### config.mk
export PLATFORM = sky130hd
export DESIGN_NAME = vtcv_regs
export DESIGN_NICKNAME = d
export VERILOG_FILES = /design/src/design/vtcv_pkg.sv /design/src/design/vtcv_regs.sv
export SDC_FILE = /design/constraint.sdc
export NUM_CORES = 1
export LEC_CHECK = 0
export ABC_CLOCK_PERIOD_IN_PS = 2200
export BUFFER_PORTS_ARGS = -buffer_cell sky130_fd_sc_hd__buf_2
export CORE_ASPECT_RATIO = 1.75
export CORE_MARGIN = 4
export CORE_UTILIZATION = 35
export DETAILED_ROUTE_END_ITERATION = 8
export HOLD_SLACK_MARGIN = 0.03
export PLACE_DENSITY = 0.65
export SYNTH_ARGS = -nofsm -noshare
export SYNTH_HDL_FRONTEND = slang
export SYNTH_SLANG_ARGS = --single-unit
### constraint.sdc
create_clock -name i_clk -period 2.2 [get_ports i_clk]
set_input_delay 0.22 -clock i_clk [delete_from_list [all_inputs] [get_ports i_clk]]
set_output_delay 0.22 -clock i_clk [all_outputs]
set_load 0.02 [all_outputs]
### src/design/vtcv_pkg.sv
// shared types and constants for the vertex transform, clip and viewport block
// no dependencies

package vtcv_pkg;

    // default for the largest surface dimension
    localparam int VT_MAX_DIM = 2048;

    // register indexes on the configuration port
    localparam logic [2:0] REG_ROW0  = 3'd0;
    localparam logic [2:0] REG_ROW1  = 3'd1;
    localparam logic [2:0] REG_ROW2  = 3'd2;
    localparam logic [2:0] REG_ROW3  = 3'd3;
    localparam logic [2:0] REG_SCR_W = 3'd4;
    localparam logic [2:0] REG_SCR_H = 3'd5;

    // reset values: identity matrix, 640 x 480 surface
    localparam logic [63:0] RST_ROW0  = 64'h0000_0000_0000_1000;
    localparam logic [63:0] RST_ROW1  = 64'h0000_0000_1000_0000;
    localparam logic [63:0] RST_ROW2  = 64'h0000_1000_0000_0000;
    localparam logic [63:0] RST_ROW3  = 64'h1000_0000_0000_0000;
    localparam logic [11:0] RST_SCR_W = 12'd640;
    localparam logic [11:0] RST_SCR_H = 12'd480;

    // input word: object-space vertex, signed Q8.8
    typedef struct packed {
        logic signed [15:0] obj_x;
        logic signed [15:0] obj_y;
        logic signed [15:0] obj_z;
    } t_vtx_in;

    // output word: screen position and visibility
    typedef struct packed {
        logic [11:0] pix_x;
        logic [11:0] pix_y;
        logic        visible;
    } t_vtx_out;

    // configuration seen by the datapath
    typedef struct packed {
        logic [3:0][63:0] row;
        logic [11:0]      scr_w;
        logic [11:0]      scr_h;
    } t_cfg;

endpackage

### src/design/vtcv_regs.sv
// configuration registers on an apb-style port: matrix rows and surface size
// depends on vtcv_pkg

module vtcv_regs
    import vtcv_pkg::*;
(
    input  logic        i_clk,
    input  logic        i_rst_n,
    input  logic        psel,
    input  logic        penable,
    input  logic        pwrite,
    input  logic [5:0]  paddr,
    input  logic [63:0] pwdata,
    output logic [63:0] prdata,
    output t_cfg        o_cfg
);

    t_cfg       r_cfg;
    logic       wr_en;
    logic [2:0] idx;

    assign idx   = paddr[5:3];
    assign wr_en = psel & penable & pwrite;

    // register writes, out-of-range indexes dropped
    always_ff @(posedge i_clk) begin
        if (!i_rst_n) begin
            r_cfg.row[0] <= RST_ROW0;
            r_cfg.row[1] <= RST_ROW1;
            r_cfg.row[2] <= RST_ROW2;
            r_cfg.row[3] <= RST_ROW3;
            r_cfg.scr_w  <= RST_SCR_W;
            r_cfg.scr_h  <= RST_SCR_H;
        end else if (wr_en) begin
            case (idx)
                REG_ROW0:  r_cfg.row[0] <= pwdata;
                REG_ROW1:  r_cfg.row[1] <= pwdata;
                REG_ROW2:  r_cfg.row[2] <= pwdata;
                REG_ROW3:  r_cfg.row[3] <= pwdata;
                REG_SCR_W: r_cfg.scr_w  <= pwdata[11:0];
                REG_SCR_H: r_cfg.scr_h  <= pwdata[11:0];
                default:   ;
            endcase
        end
    end

    // read mux
    always_comb begin
        case (idx)
            REG_ROW0:  prdata = r_cfg.row[0];
            REG_ROW1:  prdata = r_cfg.row[1];
            REG_ROW2:  prdata = r_cfg.row[2];
            REG_ROW3:  prdata = r_cfg.row[3];
            REG_SCR_W: prdata = {52'd0, r_cfg.scr_w};
            REG_SCR_H: prdata = {52'd0, r_cfg.scr_h};
            default:   prdata = 64'd0;
        endcase
    end

    assign o_cfg = r_cfg;

endmodule

* Word level (Yosys, flattened, before mapping) *
Index checks and enable logic that the tools add are counted.

storage, ports and cells
  flip-flop bits (word level) = 280
  logic and storage cells = 21

operators by class
  mux-type cells = 1
  bitwise operators = 2
  reductions and logical operators = 7
  equality and inequality tests = 5

operator list
  kind                                           count
  one-hot mux 64 bit (6 select lines)            1
  AND reduction 2 bit                            6
  == test 3 x 2 -> 1 bit, second input constant  2
  == test 3 bit, second input constant           2
  == test 3 x 1 -> 1 bit, second input constant  1
  logical NOT 3 bit                              1
  bitwise AND 1 bit                              2

* Depth between registers and ports, before layout *
Gate-level depths: netlist of the first run.

  depth in word-level cells = 3
  depth in mapped cells = 6
  depth with buffers taken out = 3

* Worst setup path before layout of the first run *
Ideal clock, no wire load.

  path type = input port to output port
  start point = in paddr[3]
  end point = out prdata[1]
  slack = 537 ps
  path buffers = 3
  required time = 1980 ps
  arrival = 1443 ps
  stages = 5
  cells stage by stage = buf_4 buf_4 buf_2 or2_2 o221ai_1

on the way
  cells in the longest elaborated chain, start to end = 2
  elaborated cells on any way between the ends = 7
  classes of those cells = 5 x eq/ne; 1 x mux; 1 x reduce/logical

ends and longest elaborated chain
  element                                      line             source
  start, declared                              vtcv_regs.sv:12  input logic [5:0] paddr,
  == test 3 bit, or another cell as far along  vtcv_regs.sv:49  case (idx)
  one-hot mux 64 bit (6 select lines) (*)      vtcv_regs.sv:49
  end, declared                                vtcv_regs.sv:14  output logic [63:0] prdata,

Every way passes the cells marked *; elsewhere a longest branch is shown, timed or not.

* Worst setup path after layout of the first run *
  start point = in paddr[4]
  end point = out prdata[48]

Same word-level chain as after synthesis.

==> metrics.md, run 1 <==
| Metric | Value |
|---|---|
| Status | completed |
| P_sw | 0.00253 W |
| Setup tns final | 0 ns |
| LEAKAGE | 7.10 nW |
| Syn_nets | 1267 |
| Layout cells sized above 1 | 0.348 |
| Power Dens Cells | approximately 630 mW/mm² |
| Worst-margin pin slew | 0.770 ns |
| Port-buffer cells | a little over 400 |
| # setup viols final | 0 |
| DRT Wirelength | 41100 µm |
| Vias in the first global route | around 11000 |
| Post-CTS sizing | 0 |
| Sequential-to-total area share from yosys stat | 0.447 |
| Mapped cell area | approximately 0.013 mm² |
| Pint | between 0.007 and 0.008 W |
| Initial DRC count | ~440 |
| Largest net degree at the start of global routing | 66 |
| Die Y | around 260 µm |
| Final Instance Area | approximately 0.017 mm² |
| Latest clock arrival within the worst-skew pair | ~0.53 ns |
| Wirelength per Cell | between 15 and 20 µm |
| CTS tree | done |
| Via density | roughly 5 |
| Worst path max stage delay | between 0.5 and 0.6 ns |
| Library cells used by synthesis | 34 |
| Core Area | about 0.035 mm² |
| Final worst path period share | 0.906 |
| Sink Count | 280 |
| Vias | around 11000 |
| Commonest non-fill, non-tap cell in the layout | buf_2 |
| CTS root buf | clkbuf_16 |
| Power share of the clock group | 0.428 |
| Comb pwr share | 0.080 |
| Initial Util | 0.355 |
| Clk pin slew, worst setup/hold paths | approximately 0.06 ns |
| Commonest cells after routing, fill and taps aside | buf_2, nand2_1, dfxtp_1 |
| H-tree levels | 1 |
| Max VDD drop | 0.519 mV |
| CP max-delay cell | mux4_2 |
| RSZ-0062 raised after global routing | false |
| Routability Congestion | ~0.84 |
| Num CTS Buffers | 26 |
| Worst Setup End Kind | primary output |
| Worst Path Arrival | between 1.5 and 2 ns |
| Post-synth top flop | dfxtp_1 |
| FP Rows | 91 |
| Overall routing resource usage | 0.204 |
| Buffers and inverters on the worst path | 3 |
| Max_slew headroom | 0.487 |
| Async SR Flop Fraction | 0 |
| Sequential Power Share | 0.491 |
| Critical path type | input port to primary output |
| Max reg flops | 280 |
| Pre-CTS WS | roughly 0.17 ns |
| Slew Viols, Final | 0 |
| First-pass GRT wire length | 63100 µm |
| Area growth syn-to-layout | 32.0% |
| Hold Buf Count CTS | 57 |
| Tmin final | roughly 2 ns |
| DRC violation count after routing | 0 |
| Initial antenna violation count | 0 |
| Final core utilization | 0.468 |
| Post-synth EDFFs | 0 |
| Drt pass-1 iters | 5 |
| Worst min-delay path class | input port to flip-flop |
| Switch share | 0.242 |
| Synth Area per Inst | between 10 and 15 µm² |
| CP Max Fanout | 29 |
| Final worst slack | ~0.21 ns |
| Nets | 1712 |
| Endpoints failing hold | 0 |
| Worst Setup Start Kind | input port |
| Flop and latch count out of synthesis | between 200 and 300 |
| Fin Clk Skew | 0 ns |
| Chip Width | roughly 150 µm |
| Req. time, crit path | 1.98 ns |
| Max Cap Violations | 0 |
| Dpl hpwl | between 20000 and 30000 µm |
| Clock buffer depth | 3 |
| Fmax | 502 MHz |
| GRT Residual Overflow | 0 |
| Post-CTS setup buffer count | 0 |
| Power, Total | ~0.010 W |
| Placed Area | between 0.015 and 0.02 mm² |
| Cells after synthesis | roughly 1200 |
| Die area | between 0.03 and 0.04 mm² |
| Routed Antenna Nets | 0 |
| Boundary Pins | approximately 420 |
| Synth Warn # | 0 |
| Top delay family on crit path | buffers and inverters |
| N_diodes | 0 |
| CP Cell Sequence | buf_4, buf_12, mux4_2, and2_1, buf_2 |
[layer usage]
layer,track usage,part of all wire
met5,0,0
met2,0.366,0.51
met1,0.235,0.39
met4,0.102,0.052
met3,0.0247,0.049
[through the flow]
| stage | cells | hold slack (ns) |
|---|---|---|
| finish | 2120 | 0.0748 |
| floorplan | 1192 | 0.386 |
| global route | 2120 | 0.0769 |
| CTS | 2120 | 0.0306 |
| detailed placement | 2017 | 0.461 |
| global placement | 2017 | 0.452 |
[layout make-up]
cell class | instances | area, µm²
multi-input cells | 808 | 6270
inverters | 9 | 33.8
flip-flops and latches | 280 | 5610
repair buffers | 512 | 3200
clock inverters | 13 | 108
well taps | 465 | 582
clock buffers | 33 | 737
fillers | 3314 | 18800
[cell usage after synthesis (6+ instances only)]
cell type | number | area share
inv_1 | 9 | 0.0027
buf_2 | 13 | 0.0052
mux2i_1 | 277 | 0.22
dfxtp_1 | 280 | 0.45
clkbuf_1 | 43 | 0.013
o211ai_1 | 6 | 0.0036
nand2_1 | 338 | 0.10
and2_1 | 53 | 0.026
mux2_2 | 15 | 0.013
buf_4 | 23 | 0.014
a22oi_1 | 11 | 0.0066
mux4_2 | 52 | 0.093
buf_12 | 6 | 0.0096
o21ai_0 | 9 | 0.0036
buf_6 | 9 | 0.0081
[power groups by stage]
stage	registers (W)	logic (W)	clock network [W]
2_1_floorplan	0.00529	0.000429	0
3_3_place_gp	0.00525	0.000754	0
3_5_place_dp	0.00525	0.000764	0
4_1_cts	0.00514	0.000850	0.00463
5_1_grt	0.00514	0.000909	0.00480
6_report	0.00514	0.000842	0.00448
[tightest hold or removal path, stage by stage]
cell,delay (ns)
buf_2,0.07
nand2_1,0.13
mux2i_1,0.15
[path summary, 6_finish.rpt]
kind | slack, ns | start | end | cells after the start
worst max-delay path | 0.21 | paddr[4] | prdata[48] | 5
worst min-delay path | 0.07 | pwdata[0] | o_cfg[88] | 3
worst max register to register | 1.45 | o_cfg[19] | o_cfg[19] | 2
worst min register to register | 0.47 | o_cfg[210] | o_cfg[210] | 2
[cell families (layout without fill, tap and decap cells)]
| logic type | count (synthesis) | after routing | synth area share |
|---|---|---|---|
| buffers and inverters | 104 | 567 | 0.0525 |
| flip-flops | 280 | 280 | 0.447 |
| multiplexers | 344 | 344 | 0.328 |
| AND/OR/NAND/NOR | 414 | 414 | 0.143 |
| AO/OA/AOI/OAI | 50 | 50 | 0.0291 |
Power figures use the tool's default switching activity.
==> inputs of run 2 (changes only) <==
--- a/config.mk
+++ b/config.mk
@@ -6,13 +6,13 @@
 export NUM_CORES = 1
 export LEC_CHECK = 0
 export ABC_CLOCK_PERIOD_IN_PS = 2200
-export BUFFER_PORTS_ARGS = -buffer_cell sky130_fd_sc_hd__buf_2
 export CORE_ASPECT_RATIO = 1.75
 export CORE_MARGIN = 4
 export CORE_UTILIZATION = 35
 export DETAILED_ROUTE_END_ITERATION = 8
+export DONT_BUFFER_PORTS = 1
 export HOLD_SLACK_MARGIN = 0.03
-export PLACE_DENSITY = 0.65
+export PLACE_DENSITY_LB_ADDON = 0.08
 export SYNTH_ARGS = -nofsm -noshare
 export SYNTH_HDL_FRONTEND = slang
 export SYNTH_SLANG_ARGS = --single-unit
==> metrics.md, run 2 <==
| Metric | Value |
|---|---|
| Last stage | clock tree synthesis |
| Count leader, synth | nand2_1 |
| Flop and latch count out of synthesis | 280 (unchanged) |
| Dpl hpwl | 25700 µm (-13%) |
| Die Y | 258 µm (unchanged) |
| Library cells used by synthesis | 34 (unchanged) |
| CTS root buf | clkbuf_16 |
| Sequential-to-total area share from yosys stat | 0.447 (unchanged) |
| H-tree levels | 1 (unchanged) |
| Mapped cell area | 0.0125 mm² (unchanged) |
| Most area-consuming cells after synthesis | dfxtp_1, mux2i_1, nand2_1, mux4_2, and2_1 |
| Share of the synthesized area in the top cell type | 0.447 (unchanged) |
| Pre-CTS WS | 0.567 ns (+0.396 ns) |
| FP Rows | 91 (unchanged) |
| Syn_nets | 1267 (unchanged) |
| Post-CTS setup buffer count | 0 (unchanged) |
| Synth Area per Inst | 10.5 µm² (unchanged) |
| Top cells by count, synth | nand2_1, dfxtp_1, mux2i_1 |
| Async SR Flop Fraction | 0 (unchanged) |
| Status | stopped before the end |
| First Err | [ERROR RSZ-0060] Max buffer count reached. |
| Chip Width | 151 µm (unchanged) |
| Initial Util | 0.355 (unchanged) |
| Post-CTS sizing | 0 (unchanged) |
| Post-synth EDFFs | 0 (unchanged) |
| Hold Buf Count CTS | 328 (+480%) |
| Post-synth top flop | dfxtp_1 |
| Routability Congestion | 0.742 (-12%) |
| Boundary Pins | 419 (unchanged) |
| Placed Area | 0.0127 mm² (-16%) |
| Port-buffer cells | 0 (-100%) |
| Cells after synthesis | 1192 (unchanged) |
| Num CTS Buffers | 28 (+7.7%) |
| Post-synthesis cell type with the largest combined area | dfxtp_1 |
| Sink Count | 280 (unchanged) |
| Clock buffer depth | 3 (unchanged) |
| Synth Warn # | 0 (unchanged) |
[run 2: metrics by stage]
stage,utilization,std cells
after detailed placement,0.361,1584
after global placement,0.361,1584
after floorplan,-,1192
[run 2: logic make-up after synthesis]
family,after synthesis,synth area share
flip-flops,280,0.447
AND/OR/NAND/NOR,414,0.143
buffers and inverters,104,0.0525
AO/OA/AOI/OAI,50,0.0291
multiplexers,344,0.328
==> inputs of run 3 (changes only) <==
--- a/config.mk
+++ b/config.mk
@@ -6,13 +6,11 @@
 export NUM_CORES = 1
 export LEC_CHECK = 0
 export ABC_CLOCK_PERIOD_IN_PS = 2200
-export CORE_ASPECT_RATIO = 1.75
 export CORE_MARGIN = 4
-export CORE_UTILIZATION = 35
+export CORE_UTILIZATION = 20
 export DETAILED_ROUTE_END_ITERATION = 8
 export DONT_BUFFER_PORTS = 1
-export HOLD_SLACK_MARGIN = 0.03
-export PLACE_DENSITY_LB_ADDON = 0.08
+export PLACE_DENSITY_LB_ADDON = 0.15
 export SYNTH_ARGS = -nofsm -noshare
 export SYNTH_HDL_FRONTEND = slang
 export SYNTH_SLANG_ARGS = --single-unit
==> metrics.md, run 3 (synthesis results as in run 1) <==
| Metric | Value |
|---|---|
| Status | completed |
| Drt pass-1 iters | 5 |
| Initial Util | 0.203 (-0.152) |
| Port-buffer cells | 0 (unchanged) |
| Worst min-delay path class | input port to flip-flop |
| Dpl hpwl | 29100 µm (+13%) |
| Latest clock arrival within the worst-skew pair | 0.53 ns |
| Worst Setup Start Kind | flip-flop |
| Post-CTS sizing | 0 (unchanged) |
| CP Max Fanout | 3 |
| Worst Path Arrival | 1.88 ns |
| CTS tree | done |
| Initial antenna violation count | 3 |
| Worst-margin pin slew | 0.787 ns |
| LEAKAGE | between 5 and 6 nW |
| Buffers and inverters on the worst path | 0 |
| Fin Clk Skew | 0 ns |
| Placed Area | 0.0132 mm² (+3.7%) |
| Initial DRC count | 491 |
| Layout cells sized above 1 | 0.105 |
| Top delay family on crit path | compound AO/OA/AOI/OAI gates |
| Hold_sp | pwdata[0] |
| Wirelength per Cell | 21.3 µm |
| Post-CTS setup buffer count | 0 (unchanged) |
| Fmax | 476 MHz |
| CTS root buf | clkbuf_16 |
| Slew Viols, Final | 0 |
| Max Cap Violations | 0 |
| CP max-delay cell | dfxtp_1 |
| Max_slew headroom | 0.475 |
| DRT Wirelength | between 40000 and 50000 µm |
| Final worst path period share | 0.955 |
| Core Area | approximately 0.06 mm² |
| Sink Count | 280 (unchanged) |
| GRT Residual Overflow | 0 |
| RSZ-0062 raised after global routing | false |
| FP Rows | 91 (unchanged) |
| Via density | approximately 4.4 |
| Req. time, crit path | about 2.0 ns |
| Max VDD drop | 0.347 mV |
| R2R Path Start | o_cfg[68] |
| First-pass GRT wire length | between 70000 and 80000 µm |
| Power Dens Cells | 675 mW/mm² |
| Boundary Pins | 419 (unchanged) |
| Reg2reg setup slack | 0.29 ns |
| Chip Width | 258 µm (+71%) |
| Num CTS Buffers | 36 (+29%) |
| Overall routing resource usage | 0.142 |
| Worst reg2reg endpoint | o_cfg[68] |
| Clock buffer depth | 3 (unchanged) |
| Largest net degree at the start of global routing | between 200 and 250 |
| WHS Endpoint | o_cfg[0] |
| DRC violation count after routing | 0 |
| Commonest non-fill, non-tap cell in the layout | nand2_1 |
| Max reg flops | 280 |
| Worst path max stage delay | about 0.53 ns |
| Hold Path Cell Cnt | 2 |
| CP Cell Sequence | mux2_2, a221oi_1, a21oi_1 |
| Worst Setup End Kind | primary output |
| Die area | roughly 0.067 mm² |
| Setup tns final | 0 ns |
| Clk pin slew, worst setup/hold paths | about 0.06 ns |
| Endpoints failing hold | 0 |
| Routability Congestion | 0.755 (+1.6%) |
| Die Y | 258 µm (unchanged) |
| R2R cell count | 4 |
| # setup viols final | 0 |
| Critical path type | flip-flop to primary output |
| Commonest cells after routing, fill and taps aside | nand2_1, dlygate4sd3_1, dfxtp_1 |
| H-tree levels | 2 (+1) |
| Area growth syn-to-layout | 39.1% |
| Tmin final | about 2.1 ns |
| Vias | ~10000 |
| Nets | around 1500 |
| N_diodes | 0 |
| Final Instance Area | around 0.017 mm² |
| Vias in the first global route | 11000 |
| Routed Antenna Nets | 0 |
-- run 3: worst max-delay path by stage --
| stage | to | depth (start not counted) | from | slack, ns |
|---|---|---|---|---|
| floorplan | prdata[1] | 5 | paddr[3] | 0.54 |
| CTS | prdata[6] | 3 | o_cfg[30] | 0.07 |
| global placement | o_cfg[183] | 4 | paddr[5] | 0.51 |
| global route | prdata[6] | 3 | o_cfg[158] | 0.02 |
| detailed placement | o_cfg[177] | 4 | paddr[5] | 0.47 |
| finish | prdata[6] | 3 | o_cfg[30] | 0.1 |
-- run 3: repair_timing --
action | CTS | global route
hold buffers | 298 | 0
setup endpoints to repair | 0 | 0
hold endpoints to repair | 280 | 0
-- run 3: stage by stage --
stage	hold slack [ns]	cells	util	worst slack (ns)	total power (W)
after floorplan	0.386	1192	-	0.537	0.00572
after global placement	0.362	1953	0.214	0.510	0.00569
after detailed placement	0.403	1953	0.214	0.468	0.00570
after CTS	0.000538	2315	0.282	0.0692	0.0120
after global routing	0.0289	2315	0.282	0.0226	0.0123
final	0.0307	2315	0.282	0.0985	0.0118
-- run 3: final cells by class --
cell class              count  area [µm²]
multi-input cells         808        6270
well taps                 837        1050
clock buffers              53        1090
flip-flops and latches    280        5610
inverters                   9        33.8
clock inverters            11         119
repair buffers            317        3270
fillers                  6586       44400
-- run 3: routing by layer --
metal / GRT usage / up-vias / wire length, µm
li1: - / 4653 / -
met1: 0.177 / 5140 / 20900
met2: 0.238 / 308 / 23400
met3: 0.0470 / 67 / 3760
met4: 0.0387 / 4 / 1150
met5: 0 / - / 27
-- run 3: worst register-to-register path, cell delays in order, from the launching register on --
cell           delay (ns)
dfxtp_1              0.53
nand2_1              0.08
dlygate4sd3_1        0.57
mux2i_1              0.12
dlygate4sd3_1        0.56
-- run 3: report_power, final --
group / internal [W] / switching (W) / leakage [nW]
logic: 0.000259 / 0.000296 / 2.97
clock network: 0.00366 / 0.00234 / 0.596
registers: 0.00511 / 0.0000925 / 2.26
==> inputs of run 4 (changes only) <==
--- a/config.mk
+++ b/config.mk
@@ -6,6 +6,8 @@
 export NUM_CORES = 1
 export LEC_CHECK = 0
 export ABC_CLOCK_PERIOD_IN_PS = 2200
+export CELL_PAD_IN_SITES_DETAIL_PLACEMENT = 1
+export CELL_PAD_IN_SITES_GLOBAL_PLACEMENT = 1
 export CORE_MARGIN = 4
 export CORE_UTILIZATION = 20
 export DETAILED_ROUTE_END_ITERATION = 8
==> metrics.md, run 4 (synthesis results as in run 1) <==
| Metric | Value |
|---|---|
| Status | completed |
| Max VDD drop | 0.366 mV (+5.6%) |
| Via density | 4.44 (+1.1%) |
| Core Area | 0.0618 mm² (unchanged) |
| Commonest non-fill, non-tap cell in the layout | nand2_1 |
| Routed Antenna Nets | 0 (unchanged) |
| Initial antenna violation count | 1 (-2) |
| Post-CTS sizing | 0 (unchanged) |
| Endpoints failing hold | 0 (unchanged) |
| Chip Width | 258 µm (unchanged) |
| Fill cell count | 6991 (+6.1%) |
| Area growth syn-to-layout | 41.1% |
| Sink Count | 280 (unchanged) |
| H-tree levels | 2 (unchanged) |
| LEAKAGE | 5.97 nW (+2.4%) |
| FP Rows | 91 (unchanged) |
| Worst min-delay path class | input port to flip-flop |
| Reg2reg setup slack | 0.23 ns (-0.06 ns) |
| Clock buffer depth | 3 (unchanged) |
| Worst Setup End Kind | primary output |
| Num CTS Buffers | 37 (+2.8%) |
| Worst Setup Start Kind | flip-flop |
| Max_slew headroom | 0.415 (-0.0604) |
| Nets | 1562 (+2.3%) |
| Worst path max stage delay | 0.40 ns (-0.13 ns) |
| # setup viols final | 0 (unchanged) |
| Die area | 0.0667 mm² (unchanged) |
| Worst-margin pin slew | 0.877 ns (+0.0906 ns) |
| DRT Wirelength | 51700 µm (+5.1%) |
| First-pass GRT wire length | 77200 µm (+5.4%) |
| Port-buffer cells | 0 (unchanged) |
| Vias | 10400 (+2.6%) |
| Placed Cells | 1964 (+0.56%) |
| N_diodes | 0 (unchanged) |
| Slew Viols, Final | 0 (unchanged) |
| Initial DRC count | 346 (-30%) |
| Post-CTS setup buffer count | 0 (unchanged) |
| Commonest cells after routing, fill and taps aside | nand2_1, dlygate4sd3_1, dfxtp_1 |
| CP Cell Sequence | mux2_2, a221oi_1, a21oi_1, buf_4 |
| Latest clock arrival within the worst-skew pair | 0.53 ns (about the same) |
| Final cell count without fillers | 2350 (+1.5%) |
| Hold Buf Count CTS | 321 (+7.7%) |
| Power Dens Cells | 658 mW/mm² (-2.5%) |
| CTS tree | done |
| Critical path type | flip-flop to primary output |
| RSZ-0062 raised after global routing | false |
| Initial Util | 0.203 (unchanged) |
| Max Cap Violations | 0 (unchanged) |
| Die Y | 258 µm (unchanged) |
| Drt pass-1 iters | 4 (-1) |
| Setup tns final | 0 ns (unchanged) |
| Final worst path period share | 0.950 (-0.00495) |
| Fin Clk Skew | 0 ns (unchanged) |
| Clk pin slew, worst setup/hold paths | 0.06 ns (about the same) |
| Largest net degree at the start of global routing | 241 (+6.2%) |
| Routability Congestion | 0.705 (-6.6%) |
| Tmin final | 2.09 ns (-0.0109 ns) |
| GRT Residual Overflow | 0 (unchanged) |
| Req. time, crit path | 1.98 ns (about the same) |
| Boundary Pins | 419 (unchanged) |
| CP Max Fanout | 3 (unchanged) |
| Dpl hpwl | 31100 µm (+6.7%) |
| Wirelength per Cell | 22.0 µm (+3.5%) |
| Fmax | 478 MHz (+0.52%) |
| Worst Path Arrival | 1.87 ns (about the same) |
| CP max-delay cell | dfxtp_1 |
| Max reg flops | 280 (unchanged) |
| Overall routing resource usage | 0.150 (+0.00755) |
| Vias in the first global route | 11300 (+3.1%) |
| Layout cells sized above 1 | 0.103 (-0.00177) |
| DRC violation count after routing | 0 (unchanged) |
| CTS root buf | clkbuf_16 |
==> run 4: stage by stage <==
step | setup WS (ns) | total power (W) | hold WS, ns | util | instance area, µm²
6_report | 0.109 | 0.0116 | 0.0723 | 0.286 | 17700
5_1_grt | 0.0489 | 0.0121 | 0.0597 | 0.286 | 17700
4_1_cts | 0.0733 | 0.0119 | 0.000115 | 0.286 | 17700
3_5_place_dp | 0.477 | 0.00571 | 0.406 | 0.215 | 13300
3_3_place_gp | 0.484 | 0.00570 | 0.396 | 0.215 | 13300
2_1_floorplan | 0.537 | 0.00572 | 0.386 | - | 12500
==> run 4: worst paths after layout <==
path         startpoint         end  cells after the start
max           o_cfg[30]   prdata[6]                      4
min          pwdata[11]   o_cfg[23]                      2
max reg2reg  o_cfg[118]  o_cfg[118]                      4
min reg2reg  o_cfg[235]  o_cfg[235]                      2
==> run 4: cell type report <==
class	instances	area [µm²]	area share
Multi-Input combinational cell	808	6270	0.355
Clock inverter	4	48.8	0.00276
Inverter	9	33.8	0.00191
Clock buffer	61	1100	0.0620
Sequential cell	280	5610	0.317
Tap cell	837	1050	0.0593
Timing Repair Buffer	351	3570	0.202
==> run 4: critical path, delay by kind of cell, from the launching register on <==
kind / cells / cell delay [ns]
AO/OA/AOI/OAI: 2 / 0.45
buffers and inverters: 1 / 0.18
multiplexers: 1 / 0.31
flip-flops: 1 / 0.40
==> run 4: power by group <==
group          switching (W)  internal [W]
clock                0.00236       0.00350
sequential         0.0000946       0.00511
combinational       0.000298      0.000262
total                0.00275       0.00887
==> run 4: per-layer routing <==
| layer | vias up | part of all wire | global-route usage | wire, µm |
|---|---|---|---|---|
| li1 | 4706 | - | - | - |
| met1 | 5388 | 0.43 | 0.184 | 22000 |
| met2 | 286 | 0.48 | 0.259 | 25000 |
| met3 | 58 | 0.073 | 0.0453 | 3760 |
| met4 | 2 | 0.018 | 0.0345 | 945 |
| met5 | - | 0.00014 | 0 | 7 |
